--- config.mk ---
export PLATFORM = sky130hd
export DESIGN_NAME = crc_checked_command_deframer
export DESIGN_NICKNAME = d
export VERILOG_FILES = /design/src/rtl/core/ccd_pkg.sv /design/src/rtl/core/crc_checked_command_deframer.sv /design/src/rtl/core/ccd_regs.sv /design/src/rtl/core/ccd_frame.sv /design/src/rtl/core/ccd_out.sv
export VERILOG_INCLUDE_DIRS = /design/src /design/src/rtl/core
export SDC_FILE = /design/constraint.sdc
export NUM_CORES = 1
export LEC_CHECK = 0
export ABC_AREA = 1
export BUFFER_PORTS_ARGS = -buffer_cell sky130_fd_sc_hd__clkbuf_2
export CAP_MARGIN = 20
export CORE_ASPECT_RATIO = 2
export CORE_MARGIN = 2
export CORE_UTILIZATION = 30
export DETAILED_ROUTE_END_ITERATION = 8
export GPL_ROUTABILITY_DRIVEN = 0
export GPL_TIMING_DRIVEN = 0
export PLACE_DENSITY = 0.47
export SYNTH_ARGS = -nofsm -noshare
export SYNTH_HDL_FRONTEND = slang
export SYNTH_SLANG_ARGS = --single-unit
--- constraint.sdc ---
create_clock -name clk -period 8.61 [get_ports clk]
set_input_delay 2.583 -clock clk [delete_from_list [all_inputs] [get_ports clk]]
set_output_delay 2.583 -clock clk [all_outputs]
set_load 0.02 [all_outputs]
--- src/rtl/core/crc_checked_command_deframer_defines.svh ---
// Assertion macros shared by the deframer RTL modules.
// Each macro assumes signals named clk and rst_n exist in the including module.
`ifndef CRC_CHECKED_COMMAND_DEFRAMER_DEFINES_SVH
`define CRC_CHECKED_COMMAND_DEFRAMER_DEFINES_SVH

// Consequent must hold in the same cycle as the antecedent.
`define CCD_ASSERT_NOW(label, ante, cons, msg) \
  label: assert property (@(posedge clk) disable iff (!rst_n) (ante) |-> (cons)) \
    else $error(msg);

// Consequent must hold in the cycle after the antecedent.
`define CCD_ASSERT_NEXT(label, ante, cons, msg) \
  label: assert property (@(posedge clk) disable iff (!rst_n) (ante) |=> (cons)) \
    else $error(msg);

`endif

--- src/rtl/core/ccd_pkg.sv ---
// Shared types, codes and CRC helper for the CRC-checked command deframer.
// No dependencies; used by all rtl/core modules.
`default_nettype none

package ccd_pkg;

  localparam logic [7:0]  START_BYTE = 8'h02;
  localparam logic [7:0]  END_BYTE   = 8'h03;
  localparam logic [15:0] CRC_POLY   = 16'h1021;
  localparam logic [7:0]  HEAD_DEPTH = 8'd5;
  localparam logic [7:0]  ARG_MIN_LEN = 8'd5;
  localparam logic [7:0]  MAX_LEN_RESET = 8'hFF;

  localparam logic [7:0] CMD_VERSION = 8'd0;
  localparam logic [7:0] CMD_VALUES  = 8'd4;
  localparam logic [7:0] CMD_DUTY    = 8'd5;
  localparam logic [7:0] CMD_CURRENT = 8'd6;
  localparam logic [7:0] CMD_RPM     = 8'd8;

  localparam logic [2:0] ACT_NONE    = 3'd0;
  localparam logic [2:0] ACT_VERSION = 3'd1;
  localparam logic [2:0] ACT_VALUES  = 3'd2;
  localparam logic [2:0] ACT_DUTY    = 3'd3;
  localparam logic [2:0] ACT_CURRENT = 3'd4;
  localparam logic [2:0] ACT_RPM     = 3'd5;

  localparam logic REG_MAX_LEN = 1'b0;

  typedef struct packed {
    logic [2:0]         action;
    logic [7:0]         command_byte;
    logic signed [31:0] argument;
    logic [7:0]         frame_length;
  } result_t;

  function automatic logic [15:0] crc_byte(input logic [15:0] crc, input logic [7:0] b);
    logic [15:0] c;
    c = crc ^ {b, 8'h00};
    for (int k = 0; k < 8; k++) begin
      if (c[15]) begin
        c = {c[14:0], 1'b0} ^ CRC_POLY;
      end else begin
        c = {c[14:0], 1'b0};
      end
    end
    return c;
  endfunction

  function automatic logic [2:0] decode_action(input logic [7:0] cmd, input logic [7:0] len);
    logic long_enough;
    long_enough = (len >= ARG_MIN_LEN);
    case (cmd)
      CMD_VERSION: return ACT_VERSION;
      CMD_VALUES:  return ACT_VALUES;
      CMD_DUTY:    return long_enough ? ACT_DUTY : ACT_NONE;
      CMD_CURRENT: return long_enough ? ACT_CURRENT : ACT_NONE;
      CMD_RPM:     return long_enough ? ACT_RPM : ACT_NONE;
      default:     return ACT_NONE;
    endcase
  endfunction

endpackage

`default_nettype wire

--- src/rtl/core/crc_checked_command_deframer.sv ---
// Top level of the CRC-checked command deframer.
// Instantiates ccd_regs, ccd_frame and ccd_out; depends on ccd_pkg.
`default_nettype none

// Accepts one received byte per clock and recognizes frames of the form
// start 0x02, length (1 to max_payload_length), payload, big-endian CRC-16
// (poly 0x1021, init 0) and end 0x03. A valid frame produces one result
// transaction holding the command byte, the decoded action, the big-endian
// signed argument from payload bytes one to four (zero for payloads shorter
// than five bytes) and the payload length. Each byte goes through an input
// register and a stage that runs the frame state machine and the byte-wide
// CRC update, so the sustained rate is one byte per clock; the result for a
// frame is registered in the output register when its end byte leaves the
// input register. A result that waits for out_ready holds the input
// register, so in_ready drops until the result transaction completes.
// max_payload_length sits at byte address 0 of the APB port, reset value
// 255; write it only while no frame is in progress.
module crc_checked_command_deframer (
  input  wire logic        clk,
  input  wire logic        rst_n,

  input  wire logic        in_valid,
  output logic             in_ready,
  input  wire logic [7:0]  in_rx_byte,

  output logic             out_valid,
  input  wire logic        out_ready,
  output logic      [2:0]  out_action,
  output logic      [7:0]  out_command_byte,
  output logic signed [31:0] out_argument,
  output logic      [7:0]  out_frame_length,

  input  wire logic        psel,
  input  wire logic        penable,
  input  wire logic        pwrite,
  input  wire logic [2:0]  paddr,
  input  wire logic [31:0] pwdata,
  output logic      [31:0] prdata,
  output logic             pready
);

  logic             slot_free;
  logic             res_valid;
  logic [7:0]       max_len;
  ccd_pkg::result_t res;
  ccd_pkg::result_t out_res;

  ccd_regs u_regs (
    .clk     (clk),
    .rst_n   (rst_n),
    .psel    (psel),
    .penable (penable),
    .pwrite  (pwrite),
    .paddr   (paddr),
    .pwdata  (pwdata),
    .prdata  (prdata),
    .pready  (pready),
    .max_len (max_len)
  );

  ccd_frame u_frame (
    .clk        (clk),
    .rst_n      (rst_n),
    .in_valid   (in_valid),
    .in_ready   (in_ready),
    .in_rx_byte (in_rx_byte),
    .max_len    (max_len),
    .slot_free  (slot_free),
    .res_valid  (res_valid),
    .res        (res)
  );

  ccd_out u_out (
    .clk       (clk),
    .rst_n     (rst_n),
    .res_valid (res_valid),
    .res       (res),
    .slot_free (slot_free),
    .out_valid (out_valid),
    .out_ready (out_ready),
    .out_res   (out_res)
  );

  assign out_action       = out_res.action;
  assign out_command_byte = out_res.command_byte;
  assign out_argument     = out_res.argument;
  assign out_frame_length = out_res.frame_length;

endmodule

`default_nettype wire

--- src/rtl/core/ccd_regs.sv ---
// APB-style configuration register bank for the deframer (max payload length).
// Depends on ccd_pkg.
`default_nettype none

module ccd_regs (
  input  wire logic        clk,
  input  wire logic        rst_n,
  input  wire logic        psel,
  input  wire logic        penable,
  input  wire logic        pwrite,
  input  wire logic [2:0]  paddr,
  input  wire logic [31:0] pwdata,
  output logic      [31:0] prdata,
  output logic             pready,
  output logic      [7:0]  max_len
);

  logic [7:0] max_len_r;
  logic       wr_en;

  assign pready = 1'b1;
  assign wr_en  = psel && penable && pwrite && (paddr[2] == ccd_pkg::REG_MAX_LEN);

  always_ff @(posedge clk) begin
    if (!rst_n) begin
      max_len_r <= ccd_pkg::MAX_LEN_RESET;
    end else if (wr_en) begin
      max_len_r <= pwdata[7:0];
    end
  end

  always_comb begin
    prdata = 32'd0;
    if (paddr[2] == ccd_pkg::REG_MAX_LEN) begin
      prdata = {24'd0, max_len_r};
    end
  end

  assign max_len = max_len_r;

endmodule

`default_nettype wire

--- src/rtl/core/ccd_frame.sv ---
// Input register, frame state machine, CRC-16 and head byte capture.
// Depends on ccd_pkg and crc_checked_command_deframer_defines.svh.
`default_nettype none
`include "crc_checked_command_deframer_defines.svh"

module ccd_frame (
  input  wire logic       clk,
  input  wire logic       rst_n,
  input  wire logic       in_valid,
  output logic            in_ready,
  input  wire logic [7:0] in_rx_byte,
  input  wire logic [7:0] max_len,
  input  wire logic       slot_free,
  output logic            res_valid,
  output ccd_pkg::result_t res
);

  localparam logic [2:0] PH_START   = 3'd0;
  localparam logic [2:0] PH_LEN     = 3'd1;
  localparam logic [2:0] PH_PAYLOAD = 3'd2;
  localparam logic [2:0] PH_CRC_HI  = 3'd3;
  localparam logic [2:0] PH_CRC_LO  = 3'd4;
  localparam logic [2:0] PH_END     = 3'd5;

  logic        in_valid_r;
  logic [7:0]  in_byte_r;
  logic        advance;

  logic [2:0]  phase_r,   phase_nxt;
  logic [7:0]  exp_len_r, exp_len_nxt;
  logic [7:0]  idx_r,     idx_nxt;
  logic [15:0] crc_r,     crc_nxt;
  logic [15:0] rcv_crc_r, rcv_crc_nxt;
  logic [7:0]  head_r [5];
  logic        head_wr;
  logic        frame_ok;

  assign advance  = in_valid_r && slot_free;
  assign in_ready = !in_valid_r || advance;
  assign head_wr  = advance && (phase_r == PH_PAYLOAD) && (idx_r < ccd_pkg::HEAD_DEPTH);

  always_ff @(posedge clk) begin
    if (!rst_n) begin
      in_valid_r <= 1'b0;
    end else if (in_ready) begin
      in_valid_r <= in_valid;
    end
  end

  always_ff @(posedge clk) begin
    if (in_valid && in_ready) begin
      in_byte_r <= in_rx_byte;
    end
  end

  always_comb begin
    phase_nxt   = phase_r;
    exp_len_nxt = exp_len_r;
    idx_nxt     = idx_r;
    crc_nxt     = crc_r;
    rcv_crc_nxt = rcv_crc_r;
    frame_ok    = 1'b0;
    if (advance) begin
      case (phase_r)
        PH_LEN: begin
          exp_len_nxt = in_byte_r;
          idx_nxt     = 8'd0;
          crc_nxt     = 16'd0;
          if ((in_byte_r == 8'd0) || (in_byte_r > max_len)) begin
            phase_nxt = PH_START;
          end else begin
            phase_nxt = PH_PAYLOAD;
          end
        end
        PH_PAYLOAD: begin
          crc_nxt = ccd_pkg::crc_byte(crc_r, in_byte_r);
          if ({1'b0, idx_r} + 9'd1 >= {1'b0, exp_len_r}) begin
            idx_nxt   = exp_len_r;
            phase_nxt = PH_CRC_HI;
          end else begin
            idx_nxt = idx_r + 8'd1;
          end
        end
        PH_CRC_HI: begin
          rcv_crc_nxt = {in_byte_r, 8'h00};
          phase_nxt   = PH_CRC_LO;
        end
        PH_CRC_LO: begin
          rcv_crc_nxt = {rcv_crc_r[15:8], in_byte_r};
          phase_nxt   = PH_END;
        end
        PH_END: begin
          frame_ok  = (in_byte_r == ccd_pkg::END_BYTE) && (rcv_crc_r == crc_r);
          phase_nxt = PH_START;
        end
        default: begin
          phase_nxt = (in_byte_r == ccd_pkg::START_BYTE) ? PH_LEN : PH_START;
        end
      endcase
    end
  end

  always_ff @(posedge clk) begin
    if (!rst_n) begin
      phase_r   <= PH_START;
      exp_len_r <= 8'd0;
      idx_r     <= 8'd0;
      crc_r     <= 16'd0;
      rcv_crc_r <= 16'd0;
    end else begin
      phase_r   <= phase_nxt;
      exp_len_r <= exp_len_nxt;
      idx_r     <= idx_nxt;
      crc_r     <= crc_nxt;
      rcv_crc_r <= rcv_crc_nxt;
    end
  end

  always_ff @(posedge clk) begin
    if (head_wr) begin
      head_r[idx_r[2:0]] <= in_byte_r;
    end
  end

  assign res_valid         = frame_ok;
  assign res.action        = ccd_pkg::decode_action(head_r[0], exp_len_r);
  assign res.command_byte  = head_r[0];
  assign res.argument      = (exp_len_r >= ccd_pkg::ARG_MIN_LEN) ?
                             {head_r[1], head_r[2], head_r[3], head_r[4]} : 32'sd0;
  assign res.frame_length  = exp_len_r;

  `CCD_ASSERT_NOW(a_res_only_at_end, res_valid, (phase_r == PH_END) && slot_free,
    "result raised outside end phase or without a free slot")
  `CCD_ASSERT_NOW(a_idx_in_payload, phase_r == PH_PAYLOAD, idx_r < exp_len_r,
    "payload index reached expected length")
  `CCD_ASSERT_NEXT(a_crc_hi_to_lo, advance && (phase_r == PH_CRC_HI), phase_r == PH_CRC_LO,
    "CRC high byte not followed by CRC low phase")

endmodule

`default_nettype wire

--- src/rtl/core/ccd_out.sv ---
// Result register for the deframer output channel.
// Depends on ccd_pkg and crc_checked_command_deframer_defines.svh.
`default_nettype none
`include "crc_checked_command_deframer_defines.svh"

module ccd_out (
  input  wire logic             clk,
  input  wire logic             rst_n,
  input  wire logic             res_valid,
  input  wire ccd_pkg::result_t res,
  output logic                  slot_free,
  output logic                  out_valid,
  input  wire logic             out_ready,
  output ccd_pkg::result_t      out_res
);

  logic             out_valid_r;
  ccd_pkg::result_t out_res_r;

  assign slot_free = !out_valid_r || out_ready;

  always_ff @(posedge clk) begin
    if (!rst_n) begin
      out_valid_r <= 1'b0;
    end else if (res_valid) begin
      out_valid_r <= 1'b1;
    end else if (out_ready) begin
      out_valid_r <= 1'b0;
    end
  end

  always_ff @(posedge clk) begin
    if (res_valid) begin
      out_res_r <= res;
    end
  end

  assign out_valid = out_valid_r;
  assign out_res   = out_res_r;

  `CCD_ASSERT_NEXT(a_stall_holds, out_valid_r && !out_ready, out_valid_r && $stable(out_res_r),
    "pending result lost or changed while stalled")

endmodule

`default_nettype wire

==> results.tsv, run 1 <==
metric	value	unit
grt_pass1_vias	5068	
synthDominantCellAreaShare	41.9	%
cp.required	6.03	ns
clk_latency	0.45	ns
antenna_found_initial	0	
synth_seq_area_share	59.1	%
final_hold_viol_count	0	
synth_top_cell_by_area	edfxtp_1	
hold_path_depth	0	
r2r_start	u_frame.in_byte_r[7]$_DFFE_PP_	
grtUsageTotal	15.1	%
p_clk_share	44.5	%
fmax	176	MHz
final_cells	1146	
worstReg2RegEnd	u_out.out_res[8]$_SDFFCE_PN0P_	
synthDistinctLibCells	36	
vias	5100	
intPower	1.29	mW
clk_pin_slew	0.07	ns
clock_skew	0.0102	ns
drt_iter0_drc	197	
routedWlPerCell	15.8	µm
final_cell_area	8640	µm²
grt_start_max_net_pins	17	
route.met2.wl	10.5	mm
syn_to_final_growth	21.7	%
drive_gt1_share	20.9	%
synth_area_per_cell	9.91	µm²
powerDensity	201	nW/µm²
dp.cells	1113	
r2r_cells	10	
grt_first_pass_wirelength	27.8	mm
die-area	25000	µm²
core_area	23200	µm²
first_pass_iters	4	
synth_area	7100	µm²
cp-start-kind	input port	
wl_met1	6.28	mm
io_buffers	83	
combPwrFrac	7.1	%
critPathKind	input port to output port	
post-route-util	37.2	%
cp_max_fo	9	
htree_num_levels	4	
synth-seq-cells	160	
initial_core_util	30.6	%
holdPathEnd	u_out.out_res[44]$_DFFE_PP_	
holdBufCountCts	0	
cts_root_buf	clkbuf_16	
route.detailed.drc	0	
post_cts_buffers	0	
die_w	113	µm
cts_resized	0	
finalSetupViolCount	0	
worstPathArrival	3.10	ns
clock-sinks	160	
period_needed	5.68	ns
routed.top_layer	met4	
max-clock-path-buffers	2	
min_from	u_frame.head_r[0][4]$_DFFE_PP_	
via_per_inst	4.45	
ys_warn_count	0	
layout.nets	918	
ff2ff_setup_slack	5.73	ns
cts_tree	yes	
rsz0062_at_grt	false	
p_sw_share	25.5	%
synthCells	716	
p_seq_share	48.3	%
relSlewSlack	44.1	%
final_max_slew_viol_count	0	
place_area	8030	µm²
period_share	66.0	%
synth_area_leaders	edfxtp_1 (42%), dfxtp_1 (17%), nand2_1 (5.9%), inv_1 (5.2%), a21oi_1 (4.2%)	
post-place-ws	2.92	ns
end_kind	output port	
p_sw	0.442	mW
cts_buffers	17	
fp.dieH	222	µm
tightestPinTransition	0.834	ns
drv_cap	0	
slowest_stage	clkbuf_1	
ir_worst_vdd	0.131	mV
hold_class	register to register	
io_pins	136	
grt.overflow.total	0	
power	1.74	mW
totalWireLength	18.1	mm
dpl.hpwl	13.4	mm
outcome	complete, no violations	
p_leak	3.66	nW
fin_ws	2.93	ns
num_antenna_cells	0	
ant_nets	0	
wl_met3	685	µm
critical_path.max_stage_delay	0.26	ns
cp_cell_sequence	clkbuf_1, nor2_1, clkbuf_2	
rows	79	
==> cell type report <==
type	count	area (µm²)
multi-input combinational	432	2340
clock inverter	11	100
sequential	160	4190
inverter	103	389
fill	2307	14600
timing repair buffer	92	478
buffer	44	275
clock buffer	21	503
tap	283	354
==> worst max-delay path, delay by kind of cell <==
family                 cells  cell delay (ns)
buffers and inverters      2             0.42
and+or+nand+nor            1             0.09
==> synthesized netlist by cell type (all sizes together) <==
cell type	count
nand3	47
nand4	11
xnor2	25
nor2	63
a21oi	60
nor3	14
o21a	2
buf	32
nand2	117
conb	2
clkbuf	12
dfxtp	61
edfxtp	99
o21bai	1
nor4	3
o211ai	9
nor3b	1
xor2	11
a31oi	1
a211oi	1
or2	6
ha	18
o21ai	17
inv	103
==> through the flow <==
step           hold WS (ns)  TNS (ns)
2_1_floorplan         0.425         0
5_1_grt               0.467         0
6_report              0.455         0
4_1_cts               0.455         0
3_5_place_dp          0.438         0
3_3_place_gp          0.443   -112.56
==> cells by family after synthesis <==
family,Yosys count,synth area share (%)
compound gates,91,7.17
simple gates,262,16.6
buf+inv,147,9.36
fa+ha+maj,18,3.17
flops,160,59.1
xor+xnor,36,4.55
other cells,2,0.106
==> flip-flops by register name, indices dropped and copies added (netlist names), 3 cells and up <==
| name | cells |
|---|---|
| u_frame.exp_len_r | 8 |
| u_frame.head_r | 40 |
| u_frame.in_byte_r | 8 |
| u_frame.rcv_crc_r | 16 |
| u_out.out_res | 51 |
| u_frame.phase_r | 3 |
| u_frame.crc_r | 16 |
| u_regs.max_len | 8 |
| u_frame.idx_r | 8 |
==> cells in the final DEF (no fill, tap or decap), drive strengths merged <==
master	n
nand3	47
a21oi	60
ha	18
a211oi	1
dfxtp	61
a31oi	1
o211ai	9
xor2	11
or2	6
nor3	14
conb	25
nor2	63
nand4	11
clkbuf	117
nor4	3
nor3b	1
nand2	117
edfxtp	99
xnor2	25
o21a	2
inv	112
buf	40
o21bai	1
clkinv	2
o21ai	17
==> metal layers <==
layer,track usage (%),vias to the layer above
met3,3.96,35
li1,-,2588
met4,6.77,0
met5,0,-
met1,14.0,2360
met2,29.6,117
==> worst max-delay path by stage <==
stage	startpoint	to	slack (ns)	depth (start not counted)
2_1_floorplan	out_ready	u_out.out_res[0]$_DFFE_PP_	0.13	6
3_3_place_gp	out_ready	u_out.out_res[23]$_SDFFCE_PN0P_	-2.21	7
3_5_place_dp	paddr[2]	prdata[6]	2.92	3
4_1_cts	paddr[2]	prdata[6]	2.92	3
5_1_grt	paddr[2]	prdata[1]	2.82	3
6_report	paddr[2]	prdata[6]	2.93	3
==> power groups by stage <==
stage,Sequential [mW],Combinational [mW],Clock [mW]
2_1_floorplan,0.846,0.0948,0
6_report,0.840,0.124,0.774
4_1_cts,0.840,0.125,0.792
3_5_place_dp,0.857,0.125,0
5_1_grt,0.840,0.140,0.822
3_3_place_gp,0.857,0.123,0
(Power assumes the default switching activity.)
==> run 2: changes to the inputs <==
- PLACE_DENSITY: 0.47 -> 0.46
- clock period: 8.61 -> 5.24 ns (I/O delays scaled with it)
==> run 2 against run 1 <==
Final cell count is 0.17% lower. Critical path depth stayed put. Critical path type unchanged. Worst hold slack better by 0.0084 ns. Largest power group unchanged. Die area stayed put. Via count is 1.1% lower. Combinational power is 65% higher.
==> results.tsv, run 2 (synthesized netlist as in run 1, its figures left out) <==
metric	value	unit	change
final_cell_mix	nand2_1 (112), inv_1 (99), edfxtp_1 (99)		unchanged
final_hold_viol_count	0		unchanged
cts_resized	0		unchanged
slowest_stage	clkbuf_1		unchanged
initial_core_util	30.6	%	unchanged
p_sw_share	26.5	%	was 25.5%
io_buffers	83		unchanged
final_max_slew_viol_count	0		unchanged
grt_pass1_vias	4999		was 5068
rows	79		unchanged
r2r_cells	9		was 10
p_clk_share	43.3	%	was 44.5%
routedWlPerCell	15.8	µm	about the same
grt.overflow.total	0		unchanged
io_pins	136		unchanged
p_leak	3.63	nW	was 3.66 nW
critical_path.max_stage_delay	0.26	ns	about the same
htree_num_levels	4		unchanged
powerDensity	325	nW/µm²	was 201 nW/µm²
core_area	23200	µm²	unchanged
min_from	u_frame.head_r[0][5]$_DFFE_PP_		was u_frame.head_r[0][4]$_DFFE_PP_
p_sw	0.740	mW	was 0.442 mW
first_pass_iters	4		unchanged
period_needed	3.66	ns	
largest_register_ffs	51		unchanged
layout.nets	916		was 918
antenna_found_initial	0		unchanged
hold_path_depth	0		unchanged
die-area	25000	µm²	unchanged
clk_pin_slew	0.07	ns	about the same
cts_root_buf	clkbuf_16		unchanged
r2r_start	u_frame.in_byte_r[7]$_DFFE_PP_		unchanged
worstPathArrival	2.09	ns	was 3.10 ns
fmax	273	MHz	
drt_iter0_drc	175		was 197
place_area	8040	µm²	was 8030 µm²
num_antenna_cells	0		unchanged
cp.required	3.67	ns	was 6.03 ns
cp_cell_sequence	clkbuf_1, nor2_1, clkbuf_2		unchanged
combPwrFrac	7.3	%	was 7.1%
cp-start-kind	input port		unchanged
fin_setup_tns	0	ns	unchanged
clock-sinks	160		unchanged
route.detailed.drc	0		unchanged
holdBufCountCts	0		unchanged
cp_max_fo	9		unchanged
drv_cap	0		unchanged
outcome	complete, no violations		unchanged
worstReg2RegEnd	u_out.out_res[50]$_DFFE_PP_		was u_out.out_res[8]$_SDFFCE_PN0P_
dpl.hpwl	13.2	mm	was 13.4 mm
post-route-util	37.0	%	was 37.2%
ff2ff_setup_slack	2.30	ns	was 5.73 ns
cts_tree	yes		unchanged
via_per_inst	4.41		was 4.45
grtUsageTotal	14.9	%	was 15.1%
totalWireLength	18.1	mm	about the same
ant_nets	0		unchanged
cts_buffers	17		unchanged
end_kind	output port		unchanged
vias	5045		was 5100
rsz0062_at_grt	false		unchanged
relSlewSlack	40.8	%	was 44.1%
hold_class	register to register		unchanged
final_cell_area	8600	µm²	was 8640 µm²
critPathKind	input port to output port		unchanged
p_seq_share	49.4	%	was 48.3%
intPower	2.05	mW	was 1.29 mW
timing.hold.ws	0.463	ns	was 0.455 ns
max-clock-path-buffers	2		unchanged
syn_to_final_growth	21.2	%	was 21.7%
clk_latency	0.44	ns	was 0.45 ns
period_share	69.9	%	
clock_skew	0.00814	ns	was 0.0102 ns
ir_worst_vdd	0.208	mV	was 0.131 mV
post_cts_buffers	0		unchanged
finalSetupViolCount	0		unchanged
holdPathEnd	u_out.out_res[45]$_DFFE_PP_		was u_out.out_res[44]$_DFFE_PP_
die_w	113	µm	unchanged
grt_first_pass_wirelength	27.5	mm	was 27.8 mm
drive_gt1_share	20.6	%	was 20.9%
grt_start_max_net_pins	18		was 17
fp.dieH	222	µm	unchanged
power	2.79	mW	was 1.74 mW
tightestPinTransition	0.889	ns	was 0.834 ns
final_common_cell	nand2_1		unchanged
## run 2: changes by cell type in the layout (fill, tap and decap cells not counted), moves of 2 or more
cell	before	now
inv_6	6	3
inv_8	3	7
clkbuf_16	19	17
buf_6	0	3
buf_4	35	31
clkinvlp_4	0	2
clkbuf_8	2	0
## run 2: cell type report
class	count	area [µm²]
clock buffer	17	425
timing repair buffer	90	477
fill	2367	14600
sequential	160	4190
tap	283	354
clock inverter	15	139
multi-input combinational	432	2350
buffer	44	275
inverter	103	389
## run 2: critical path, delay by kind of cell
kind	cells	cell delay (ns)
buffers and inverters	2	0.42
AND/OR/NAND/NOR	1	0.09
## run 2: worst max path at each step
stage	start	end	slack [ns]
after global placement	out_ready	u_out.out_res[15]$_SDFFCE_PN0P_	0.17
after CTS	paddr[2]	prdata[6]	1.56
after global routing	paddr[2]	prdata[5]	1.50
after floorplan	out_ready	u_out.out_res[0]$_DFFE_PP_	1.10
after detailed placement	paddr[2]	prdata[6]	1.56
final	paddr[2]	prdata[6]	1.58
## run 2: metal layers
metal | vias up | global-route usage, % | share of wire, %
li1 | 2578 | - | -
met1 | 2302 | 13.7 | 34
met4 | 0 | 8.03 | 4.3
met5 | - | 0 | 0
met3 | 36 | 3.53 | 3.7
met2 | 129 | 29.1 | 58
## run 2: per-stage QoR
stage,worst slack (ns),cells
2_1_floorplan,1.10,739
3_3_place_gp,0.174,1105
3_5_place_dp,1.56,1112
4_1_cts,1.56,1144
5_1_grt,1.50,1144
6_report,1.58,1144
## run 2: power by group through the flow
| stage | clock network, mW | registers, mW | logic, mW |
|---|---|---|---|
| after floorplan | 0 | 1.39 | 0.157 |
| after global placement | 0 | 1.41 | 0.205 |
| after detailed placement | 0 | 1.41 | 0.206 |
| after CTS | 1.24 | 1.38 | 0.207 |
| after global routing | 1.29 | 1.38 | 0.231 |
| final | 1.21 | 1.38 | 0.204 |
==> run 3: changes to the inputs <==
- clock period: 5.24 -> 3.6 ns (I/O delays scaled with it)
==> run 3 against run 2 <==
Count of clock-buffer cells in the layout increased by 2. Design area increased by 0.33%. Total power increased by 47%. Clock skew increased by 0.0014 ns. Critical path depth increased by 6. Final cell count about the same. Highest routed layer unchanged. Largest power group unchanged. Utilization increased by 0.12 points. Clock power increased by 48%.
==> results.tsv, run 3 (synthesized netlist as in run 1, its figures left out) <==
metric	value	unit	change
wl_met3	669	µm	was 674 µm
initial_core_util	30.6	%	unchanged
grtUsageTotal	14.7	%	was 14.9%
max-clock-path-buffers	2		unchanged
outcome	complete, no violations		unchanged
routed.top_layer	met4		unchanged
grt.overflow.total	0		unchanged
fp.dieH	222	µm	unchanged
drv_cap	0		unchanged
relSlewSlack	45.1	%	was 40.8%
route.met2.wl	10.2	mm	was 10.4 mm
power	4.10	mW	was 2.79 mW
die-area	25000	µm²	unchanged
multi_input_area	2360	µm²	was 2350 µm²
rows	79		unchanged
fmax	349	MHz	
clock_skew	0.00952	ns	was 0.00814 ns
final_common_cell	nand2_1		unchanged
intPower	3.07	mW	was 2.05 mW
wl_met1	6.09	mm	was 6.18 mm
final_cell_area	8630	µm²	was 8600 µm²
final_max_slew_viol_count	0		unchanged
drt_iter0_drc	198		was 175
cts_buffers	17		unchanged
period_share	79.5	%	
r2r_cells	9		unchanged
p_leak	3.64	nW	was 3.63 nW
io_buffers	83		unchanged
vias	5057		was 5045
grt_pass1_vias	5009		was 4999
totalWireLength	17.8	mm	was 18.1 mm
cp-start-kind	register		was input port
powerDensity	475	nW/µm²	was 325 nW/µm²
antenna_found_initial	0		unchanged
clock-sinks	160		unchanged
end_kind	register		was output port
p_sw_share	25.2	%	was 26.5%
regArea	4190	µm²	unchanged
period_needed	2.86	ns	
die_w	113	µm	unchanged
p_clk_share	43.8	%	was 43.3%
worstPathArrival	3.00	ns	was 2.09 ns
syn_to_final_growth	21.6	%	was 21.2%
route.detailed.drc	0		unchanged
dpl.hpwl	13.4	mm	was 13.2 mm
cts_tree	yes		unchanged
largest_register_ffs	51		unchanged
layout.nets	915		was 916
cp.required	3.73	ns	was 3.67 ns
cts_resized	0		unchanged
tightestPinTransition	0.820	ns	was 0.889 ns
hold_path_depth	0		unchanged
num_antenna_cells	0		unchanged
routedWlPerCell	15.6	µm	was 15.8 µm
clk_pin_slew	0.06	ns	was 0.07 ns
rsz0062_at_grt	false		unchanged
p_sw	1.03	mW	was 0.740 mW
ff2ff_setup_slack	0.74	ns	was 2.30 ns
finalSetupViolCount	0		unchanged
n_fill_cell	2338		was 2367
io_pins	136		unchanged
ant_nets	0		unchanged
combPwrFrac	7.3	%	about the same
cp_max_fo	16		was 9
post_cts_buffers	0		unchanged
cts_root_buf	clkbuf_16		unchanged
drive_gt1_share	20.8	%	was 20.6%
clk_latency	0.44	ns	about the same
via_per_inst	4.42		was 4.41
final_cell_mix	nand2_1 (112), edfxtp_1 (99), inv_1 (98)		was nand2_1 (112), inv_1 (99), edfxtp_1 (99)
final_hold_viol_count	0		unchanged
critPathKind	register to register		was input port to output port
place_area	8040	µm²	about the same
holdBufCountCts	0		unchanged
grt_start_max_net_pins	17		was 18
first_pass_iters	4		unchanged
core_area	23200	µm²	unchanged
hold_class	register to register		unchanged
grt_first_pass_wirelength	27.2	mm	was 27.5 mm
p_seq_share	49.0	%	was 49.4%
htree_num_levels	4		unchanged
ir_worst_vdd	0.289	mV	was 0.208 mV
-- run 3: cell count changes in the layout (fill, tap and decap cells not counted), moves of 2 or more --
cell      previous run  this run
inv_6                3         6
inv_8                7         3
clkinv_2             2         0
nor3_1              13        11
nor3_2               1         3
-- run 3: critical path, stage by stage, from the launching register on --
cell and delay, ns:
edfxtp_1 0.69, inv_1 0.17, nand4_1 0.15, inv_1 0.13, nand2_1 0.08, nor3_2 0.17, nand2_1 0.10, nor4_4 0.60
buf_8 0.25, buf_6 0.20
-- run 3: final timing paths --
check,end,start
setup / recovery,u_out.out_res[49]$_DFFE_PP_,u_frame.in_byte_r[7]$_DFFE_PP_
setup reg to reg,u_out.out_res[49]$_DFFE_PP_,u_frame.in_byte_r[7]$_DFFE_PP_
hold / removal,u_out.out_res[40]$_DFFE_PP_,u_frame.head_r[0][0]$_DFFE_PP_
hold reg to reg,u_out.out_res[40]$_DFFE_PP_,u_frame.head_r[0][0]$_DFFE_PP_
-- run 3: metrics by stage --
step	setup WS, ns	setup TNS [ns]	std cells	util [%]	hold WS, ns
CTS	0.737	0	1143	37.1	0.456
floorplan	0.000976	0	739	-	0.425
global placement	-0.885	-44.96	1105	34.3	0.432
global route	0.555	0	1143	37.1	0.476
finish	0.738	0	1143	37.1	0.454
detailed placement	0.497	0	1111	34.6	0.438
-- run 3: power by group through the flow --
| stage | Clock [mW] | Combinational (mW) | Sequential (mW) |
|---|---|---|---|
| 2_1_floorplan | 0 | 0.228 | 2.02 |
| 3_3_place_gp | 0 | 0.298 | 2.05 |
| 3_5_place_dp | 0 | 0.299 | 2.05 |
| 4_1_cts | 1.85 | 0.301 | 2.01 |
| 5_1_grt | 1.92 | 0.335 | 2.01 |
| 6_report | 1.79 | 0.297 | 2.01 |
-- run 3: per-layer routing --
| layer | track usage (%) | vias up |
|---|---|---|
| met5 | 0 | - |
| met4 | 8.81 | 0 |
| met3 | 2.93 | 41 |
| met2 | 28.5 | 137 |
| met1 | 13.6 | 2294 |
| li1 | - | 2585 |
-- run 3: area by class of cell --
class                      count  area share, %
inverter                     103           4.51
timing repair buffer          89           5.48
multi-input combinational    432           27.3
tap                          283           4.10
sequential                   160           48.6
clock inverter                13           1.64
buffer                        44           3.19
clock buffer                  19           5.13
